**src/hw/rtl/srle_pkg.sv**
```systemverilog
// Shared types and constants for the SGI RLE scanline decoder.
// No dependencies; imported by every module of the block.
package srle_pkg;

   localparam int unsigned BYTE_W    = 8;
   localparam int unsigned COUNT_W   = 7;
   localparam int unsigned POS_W     = 16;
   localparam int unsigned LIT_BIT   = 7;   // high bit of a control byte: literal packet

   typedef enum logic [1:0] {
      MODE_CTRL    = 2'd0,
      MODE_LITERAL = 2'd1,
      MODE_REPEAT  = 2'd2
   } mode_type;

   // One compressed byte after classification by the front stage.
   typedef struct packed {
      logic [BYTE_W-1:0]  data_byte;
      logic               end_of_line;
      logic [COUNT_W-1:0] count;     // low bits, meaningful for control bytes
      logic               literal;   // high bit, meaningful for control bytes
   } item_type;

endpackage

```
**src/hw/rtl/sgi_rle_scanline_decoder.sv**
```systemverilog
// Top level of the SGI RLE scanline decoder: front stage, queue, decode stage.
// Depends on srle_pkg, srle_front, srle_queue and srle_back.
//
//   channel | ports                                   | direction | handshake
//   --------+-----------------------------------------+-----------+--------------
//   req     | data_byte[7:0], end_of_line             | in        | valid / stall
//   rsp     | pixel_value, start_x, run_length,       | out       | valid / stall
//           | line_end, line_ok                       |           |
//   csr     | write_data[15:0] (line_width)           | in        | write_enable
//
// One byte transfers per cycle while req_stall is low; its result (if any) passes
// through the front register, then the queue write, then the result register.
// The mode register decides bytes as popped, one per cycle while rsp_stall is low.
// Reset (synchronous, active high) empties the pipeline, sets line_width to 1
// and returns the decoder to expecting a control byte at pixel 0.
// A stall on rsp holds the result register; the queue and the front register absorb
// QUEUE_DEPTH + 1 more bytes before req_stall rises.
module sgi_rle_scanline_decoder
   import srle_pkg::*;
#(
   parameter int unsigned QUEUE_DEPTH = 2
)(
   input  logic                clock,
   input  logic                reset,
   input  logic                csr_write_enable,
   input  logic [POS_W-1:0]    csr_write_data,
   input  logic                req_valid,
   output logic                req_stall,
   input  logic [BYTE_W-1:0]   req_data_byte,
   input  logic                req_end_of_line,
   output logic                rsp_valid,
   input  logic                rsp_stall,
   output logic [BYTE_W-1:0]   rsp_pixel_value,
   output logic [POS_W-1:0]    rsp_start_x,
   output logic [COUNT_W-1:0]  rsp_run_length,
   output logic                rsp_line_end,
   output logic                rsp_line_ok
);

   logic [POS_W-1:0] line_width_ff, line_width_in;

   logic     front_valid;
   logic     front_stall;
   item_type front_item;
   logic     queue_valid;
   logic     queue_pop;
   item_type queue_item;

   // Line width register; the user must write it only while idle; the block does not enforce this.
   assign line_width_in = csr_write_enable ? csr_write_data : line_width_ff;

   always_ff @(posedge clock) begin
      if (reset) begin
         line_width_ff <= POS_W'(1);
      end else begin
         line_width_ff <= line_width_in;
      end
   end

   // Accept and classify each byte.
   srle_front u_front (
      .clock           (clock),
      .reset           (reset),
      .req_valid       (req_valid),
      .req_stall       (req_stall),
      .req_data_byte   (req_data_byte),
      .req_end_of_line (req_end_of_line),
      .item_valid      (front_valid),
      .item_stall      (front_stall),
      .item            (front_item)
   );

   // Decouple the input side from result backpressure.
   srle_queue #(
      .DEPTH (QUEUE_DEPTH)
   ) u_queue (
      .clock    (clock),
      .reset    (reset),
      .wr_valid (front_valid),
      .wr_stall (front_stall),
      .wr_item  (front_item),
      .rd_valid (queue_valid),
      .rd_pop   (queue_pop),
      .rd_item  (queue_item)
   );

   // Run the mode machine and drive results.
   srle_back u_back (
      .clock           (clock),
      .reset           (reset),
      .line_width      (line_width_ff),
      .item_valid      (queue_valid),
      .item_pop        (queue_pop),
      .item            (queue_item),
      .rsp_valid       (rsp_valid),
      .rsp_stall       (rsp_stall),
      .rsp_pixel_value (rsp_pixel_value),
      .rsp_start_x     (rsp_start_x),
      .rsp_run_length  (rsp_run_length),
      .rsp_line_end    (rsp_line_end),
      .rsp_line_ok     (rsp_line_ok)
   );

endmodule

```
**src/hw/rtl/srle_front.sv**
```systemverilog
// Input stage: registers one compressed byte and splits out its control fields.
// Depends on srle_pkg.
module srle_front
   import srle_pkg::*;
(
   input  logic                clock,
   input  logic                reset,
   input  logic                req_valid,
   output logic                req_stall,
   input  logic [BYTE_W-1:0]   req_data_byte,
   input  logic                req_end_of_line,
   output logic                item_valid,
   input  logic                item_stall,
   output item_type            item
);

   logic     valid_ff, valid_in;
   item_type item_ff, item_in;
   logic     take;

   assign req_stall = valid_ff && item_stall;
   assign take      = req_valid && !req_stall;

   always_comb begin
      valid_in = valid_ff;
      item_in  = item_ff;
      if (take) begin
         valid_in              = 1'b1;
         item_in.data_byte     = req_data_byte;
         item_in.end_of_line   = req_end_of_line;
         item_in.count         = req_data_byte[COUNT_W-1:0];
         item_in.literal       = req_data_byte[LIT_BIT];
      end else if (!item_stall) begin
         valid_in = 1'b0;
      end
   end

   always_ff @(posedge clock) begin
      if (reset) begin
         valid_ff <= 1'b0;
      end else begin
         valid_ff <= valid_in;
      end
      item_ff <= item_in;
   end

   assign item_valid = valid_ff;
   assign item       = item_ff;

endmodule

```
**src/hw/rtl/srle_queue.sv**
```systemverilog
// Small FIFO between the front stage and the decode stage.
// Depends on srle_pkg for the entry type.
module srle_queue
   import srle_pkg::*;
#(
   parameter int unsigned DEPTH = 2
)(
   input  logic     clock,
   input  logic     reset,
   input  logic     wr_valid,
   output logic     wr_stall,
   input  item_type wr_item,
   output logic     rd_valid,
   input  logic     rd_pop,
   output item_type rd_item
);

   localparam int unsigned PTR_W = (DEPTH > 1) ? $clog2(DEPTH) : 1;
   localparam int unsigned CNT_W = $clog2(DEPTH + 1);
   localparam logic [PTR_W-1:0] LAST = PTR_W'(DEPTH - 1);
   localparam logic [CNT_W-1:0] FULL = CNT_W'(DEPTH);

   item_type         mem [DEPTH];
   logic [PTR_W-1:0] wr_ptr_ff, wr_ptr_in;
   logic [PTR_W-1:0] rd_ptr_ff, rd_ptr_in;
   logic [CNT_W-1:0] fill_ff, fill_in;
   logic             push, pop;

   assign wr_stall = (fill_ff == FULL);
   assign rd_valid = (fill_ff != '0);
   assign push     = wr_valid && !wr_stall;
   assign pop      = rd_pop && rd_valid;
   assign rd_item  = mem[rd_ptr_ff];

   always_comb begin
      wr_ptr_in = wr_ptr_ff;
      rd_ptr_in = rd_ptr_ff;
      fill_in   = fill_ff;
      if (push) begin
         wr_ptr_in = (wr_ptr_ff == LAST) ? '0 : wr_ptr_ff + PTR_W'(1);
      end
      if (pop) begin
         rd_ptr_in = (rd_ptr_ff == LAST) ? '0 : rd_ptr_ff + PTR_W'(1);
      end
      case ({push, pop})
         2'b10:   fill_in = fill_ff + CNT_W'(1);
         2'b01:   fill_in = fill_ff - CNT_W'(1);
         default: fill_in = fill_ff;
      endcase
   end

   always_ff @(posedge clock) begin
      if (reset) begin
         wr_ptr_ff <= '0;
         rd_ptr_ff <= '0;
         fill_ff   <= '0;
      end else begin
         wr_ptr_ff <= wr_ptr_in;
         rd_ptr_ff <= rd_ptr_in;
         fill_ff   <= fill_in;
      end
   end

   always_ff @(posedge clock) begin
      if (push) begin
         mem[wr_ptr_ff] <= wr_item;
      end
   end

endmodule

```
**src/hw/rtl/srle_back.sv**
```systemverilog
// Decode stage: RLE mode machine, pixel position tracking and result register.
// Depends on srle_pkg.
module srle_back
   import srle_pkg::*;
(
   input  logic                clock,
   input  logic                reset,
   input  logic [POS_W-1:0]    line_width,
   input  logic                item_valid,
   output logic                item_pop,
   input  item_type            item,
   output logic                rsp_valid,
   input  logic                rsp_stall,
   output logic [BYTE_W-1:0]   rsp_pixel_value,
   output logic [POS_W-1:0]    rsp_start_x,
   output logic [COUNT_W-1:0]  rsp_run_length,
   output logic                rsp_line_end,
   output logic                rsp_line_ok
);

   mode_type           mode_ff, mode_in;
   logic [COUNT_W-1:0] count_ff, count_in;
   logic [POS_W-1:0]   pixels_ff, pixels_in;

   logic               valid_ff, valid_in;
   logic [BYTE_W-1:0]  value_ff, value_in;
   logic [POS_W-1:0]   start_ff, start_in;
   logic [COUNT_W-1:0] len_ff, len_in;
   logic               end_ff, end_in;
   logic               ok_ff, ok_in;

   logic               have_run;
   logic [COUNT_W-1:0] run_len;
   logic [POS_W-1:0]   room;
   logic [POS_W-1:0]   pixels_new;
   logic [COUNT_W-1:0] count_new;
   mode_type           mode_new;

   assign item_pop = item_valid && (!valid_ff || !rsp_stall);
   assign room     = line_width - pixels_ff;

   // Decode one byte against the current mode.
   always_comb begin
      have_run   = 1'b0;
      run_len    = '0;
      pixels_new = pixels_ff;
      count_new  = count_ff;
      mode_new   = mode_ff;
      if (pixels_ff < line_width) begin
         case (mode_ff)
            MODE_LITERAL: begin
               have_run   = 1'b1;
               run_len    = COUNT_W'(1);
               pixels_new = pixels_ff + POS_W'(1);
               count_new  = count_ff - COUNT_W'(1);
               if (count_new == '0) begin
                  mode_new = MODE_CTRL;
               end
            end
            MODE_REPEAT: begin
               have_run   = 1'b1;
               run_len    = (POS_W'(count_ff) < room) ? count_ff : room[COUNT_W-1:0];
               pixels_new = pixels_ff + POS_W'(run_len);
               count_new  = '0;
               mode_new   = MODE_CTRL;
            end
            MODE_CTRL: begin
               if (item.count != '0) begin
                  count_new = item.count;
                  mode_new  = item.literal ? MODE_LITERAL : MODE_REPEAT;
               end
            end
            default: begin
               mode_new = MODE_CTRL;
            end
         endcase
      end
   end

   // Commit state and load the result register.
   always_comb begin
      mode_in   = mode_ff;
      count_in  = count_ff;
      pixels_in = pixels_ff;
      valid_in  = valid_ff && rsp_stall;
      value_in  = value_ff;
      start_in  = start_ff;
      len_in    = len_ff;
      end_in    = end_ff;
      ok_in     = ok_ff;
      if (item_pop) begin
         mode_in   = mode_new;
         count_in  = count_new;
         pixels_in = pixels_new;
         if (item.end_of_line) begin
            mode_in   = MODE_CTRL;
            count_in  = '0;
            pixels_in = '0;
         end
         valid_in = have_run || item.end_of_line;
         value_in = have_run ? item.data_byte : '0;
         start_in = have_run ? pixels_ff : '0;
         len_in   = run_len;
         end_in   = item.end_of_line;
         ok_in    = item.end_of_line && (pixels_new == line_width);
      end
   end

   always_ff @(posedge clock) begin
      if (reset) begin
         mode_ff   <= MODE_CTRL;
         count_ff  <= '0;
         pixels_ff <= '0;
         valid_ff  <= 1'b0;
      end else begin
         mode_ff   <= mode_in;
         count_ff  <= count_in;
         pixels_ff <= pixels_in;
         valid_ff  <= valid_in;
      end
      value_ff <= value_in;
      start_ff <= start_in;
      len_ff   <= len_in;
      end_ff   <= end_in;
      ok_ff    <= ok_in;
   end

   assign rsp_valid       = valid_ff;
   assign rsp_pixel_value = value_ff;
   assign rsp_start_x     = start_ff;
   assign rsp_run_length  = len_ff;
   assign rsp_line_end    = end_ff;
   assign rsp_line_ok     = ok_ff;

endmodule
```
**config.mk**
```make
export PLATFORM = sky130hd
export DESIGN_NAME = sgi_rle_scanline_decoder
export DESIGN_NICKNAME = d
export VERILOG_FILES = /design/src/hw/rtl/srle_pkg.sv /design/src/hw/rtl/sgi_rle_scanline_decoder.sv /design/src/hw/rtl/srle_front.sv /design/src/hw/rtl/srle_queue.sv /design/src/hw/rtl/srle_back.sv
export SDC_FILE = /design/constraint.sdc
export NUM_CORES = 1
export LEC_CHECK = 0
export BUFFER_PORTS_ARGS = -buffer_cell sky130_fd_sc_hd__buf_2
export CORE_MARGIN = 2
export CORE_UTILIZATION = 35
export DETAILED_ROUTE_END_ITERATION = 8
export GPL_TIMING_DRIVEN = 0
export PLACE_DENSITY_LB_ADDON = 0.2
export SLEW_MARGIN = 15
export SYNTH_ARGS = -nofsm -noshare
export SYNTH_HDL_FRONTEND = slang
export SYNTH_HIERARCHICAL = 1
export SYNTH_SLANG_ARGS = --single-unit
```
**constraint.sdc**
```tcl
create_clock -name clock -period 6.4 [get_ports clock]
set_input_delay 1.28 -clock clock [delete_from_list [all_inputs] [get_ports clock]]
set_output_delay 1.28 -clock clock [all_outputs]
set_load 0.005 [all_outputs]
```
==> summary.txt <==
Layout
  • Layout area overhead: 18.8%
  • Ant diodes: 0
  • Nets: ~840
  • Multi-input logic area: ~0.0035 mm²
  • Final core utilization: 42.5%
  • Layout Cells excl Fill: around 1000
  • Register Area: about 0.0032 mm²
  • Fill cells: between 1500 and 2000
  • Layout cell share with drive strength beyond 1: slightly below 20%

Synthesis
  • Top cell type's share of synthesized area: 32.7%
  • Ys flop type: edfxtp_1
  • Seq/Total Area, Yosys: between 40% and 50%
  • Synth Instances: just under 700
  • Mapped Area: approximately 0.007 mm²
  • Yosys warns: 6
  • Syn_area_per_cell: 10.2 µm²
  • Async S/R FF share, synth: 0%
  • Post-synth EDFFs: 76
  • Yosys cell types: 71
  • Top cells by area, synth: edfxtp_1 33%, dfxtp_1 14%, ha_1 6.3%
  • Seq cells post-synth: about 120
  • Syn Nets: 754
  • Cell taking the most area after synthesis: edfxtp_1

Die
  • Die H: 145 µm
  • Die area: 0.0211 mm²
  • Die width: between 100 and 150 µm
  • Initial core utilization: between 30% and 40%
  • Num ports: 65
  • Row count: 51
  • Core ar.: about 0.02 mm²

Clock tree
  • Clock latency at the later pin of the worst-skew pair: around 420 ps
  • Clock slew seen by the registers of the worst setup and hold paths: ~60 ps
  • Root Driver: clkbuf_16
  • Clk sinks: roughly 120
  • Post-CTS setup buffers: 0
  • CTS buffer count: 17
  • Number of H-tree levels: 4
  • CTS tree: done
  • Largest buffer count on any clock path: 2

Place
  • Port-buffer cells: 63
  • Placed Cells: a little over 1000
  • Placer congestion estimate: just over 0.9
  • Dpl hpwl: 13200 µm

Detailed routing
  • Initial drt markers: 537
  • DR vias: 5382
  • Final WL: ~18000 µm
  • Via density: around 5.2
  • DRT Pass-1 Iters: 5
  • Average routed wire per standard cell: 17.1 µm
  • DRC Markers: 0
  • Post-route ant nets: 0

Critical path
  • CP bufs+invs: 4
  • Crit path max fanout: 9
  • Critical path data arrival time: roughly 6300 ps
  • Req. time, crit path: about 6700 ps
  • WS Path Type: register to register
  • CP Launch Type: register
  • Delay-heaviest family, CP: simple AND/OR/NAND/NOR gates
  • Setup crit end kind: register
  • CP max stage cell: or4_1
  • Reg2Reg Setup Slack: ~320 ps
  • Critical Path Max Stage Delay: 570 ps

Global routing
  • GR Util All Layers: between 10% and 20%
  • Largest net degree at the start of global routing: 27
  • Initial antenna violation count: 0
  • Global-route wire length before repair: 28600 µm
  • Total congestion overflow: 0
  • Number of global-route vias before repair: about 5200

STA
  • Hold slack: about 460 ps
  • FMAX: roughly 160 MHz
  • Final hold violations: 0
  • Worst Tran Pin Value: about 1000 ps
  • Final setup viols: 0
  • Clock Skews: 6.78 ps
  • Slew headroom: a little under a third
  • Tcrit/Tclk final: 95.1%
  • Pins Over Slew Limit: 0
  • Period minus WS final: 6080 ps

Power
  • Pleak: about 0.0032 µW
  • Cell area power density: a little under 300 mW/mm²
  • VDD IR max: between 0.2 and 0.25 mV

Flow run
  • Max cap viols: 0

Worst hold path
  • HP Class: register to register

Run status
  • Status: complete, no violations
report_power, final:
part	leakage, µW	switching [µW]	internal (µW)
sequential	0.00111	44.1	952
combinational	0.00177	316	206
clock	0.000277	376	573
synthesized netlist by cell type, types with 13 or more instances:
cell / instances
o21ai_0: 33
ha_1: 35
a21oi_1: 40
nand2_1: 38
and2_1: 28
xnor2_1: 22
mux2i_1: 22
dfxtp_1: 48
xor2_1: 13
nand3_1: 13
edfxtp_1: 76
nor2_1: 64
inv_1: 39
clkbuf_1: 15
registers in the layout, summed over array words and instances, names as in the netlist, 2 cells and up, named ones only:
register,flops
u_front/item,9
u_queue/fill_ff,2
u_back/mode_ff,2
u_back/count_ff,7
u_back/rsp_run_length,7
u_back/rsp_start_x,16
u_back/rsp_pixel_value,8
line_width_ff,16
u_back/pixels_ff,16
u_queue/mem,34
cell type report:
type | count | area share, %
Buffer | 34 | 2.43
Clock buffer | 18 | 5.17
Clock inverter | 13 | 1.72
Inverter | 40 | 1.81
Multi-Input combinational cell | 487 | 41.8
Sequential cell | 124 | 39.1
Tap cell | 265 | 3.99
Timing Repair Buffer | 64 | 4.04
layout by cell type (no fill, tap or decap), types with 7 or more instances in the layout:
master     synthesis  routed
nor2b_1           12      12
and2_1            28      28
xor2_1            13      13
edfxtp_1          76      76
a31oi_1           10      10
buf_4              9       9
inv_1             39      38
nor3_1             7       7
clkbuf_1          15      14
mux2_1            12      12
xnor2_1           22      22
ha_1              35      33
a211oi_1          10      10
or3_1             10      10
mux2i_1           22      22
clkbuf_16          0      17
dfxtp_1           48      45
buf_2              7      70
a21oi_1           40      39
nand3_1           13      13
a22oi_1            9       9
mux2_2            11      11
a21o_1             7       7
o21ai_0           33      32
nand2_1           38      38
nor2_1            64      64
worst paths after layout:
| path | depth (start not counted) | endpoint | start |
|---|---|---|---|
| min | 0 | u_queue/mem[1][8] | u_front/item[8] |
| min reg2reg | 0 | u_queue/mem[1][8] | u_front/item[8] |
| max | 25 | u_back/rsp_line_ok | u_back/pixels_ff[4] |
| max reg2reg | 25 | u_back/rsp_line_ok | u_back/pixels_ff[4] |
stage by stage:
step / area [µm²] / total power, µW / setup TNS, ps / worst slack, ps
2_1_floorplan: 6990 / 1330 / 0 / 967
5_1_grt: 8300 / 2590 / -62.5 / -62.5
3_5_place_dp: 7660 / 1520 / -1160 / -717
4_1_cts: 8240 / 2480 / 0 / 105
6_report: 8300 / 2470 / 0 / 316
3_3_place_gp: 7640 / 1510 / -1020 / -751
kinds of logic (layout without fill, tap and decap cells):
kind of cell | count (synthesis) | count (layout) | synth area share (%)
compound gates | 155 | 155 | 14.4
xor+xnor | 35 | 35 | 4.39
fa+ha+maj | 37 | 37 | 6.84
buf+inv | 76 | 169 | 5.14
flops | 124 | 124 | 46.4
mux | 45 | 45 | 6.86
simple gates | 215 | 215 | 16.0
routing by layer:
metal | GRT usage, % | vias to the layer above | routed length (µm)
met5 | 0 | - | 0
met3 | 3.77 | 26 | 796
met1 | 24.3 | 2545 | 8830
met4 | 6.91 | 0 | 405
met2 | 26.1 | 159 | 7870
li1 | - | 2652 | -
what timing repair did:
item	CTS	global route
resized for setup	7	13
endpoints found under the setup margin	6	1
hold buffers	0	0
pin swaps	0	0
Note: power is estimated with default switching activity, not from simulation.
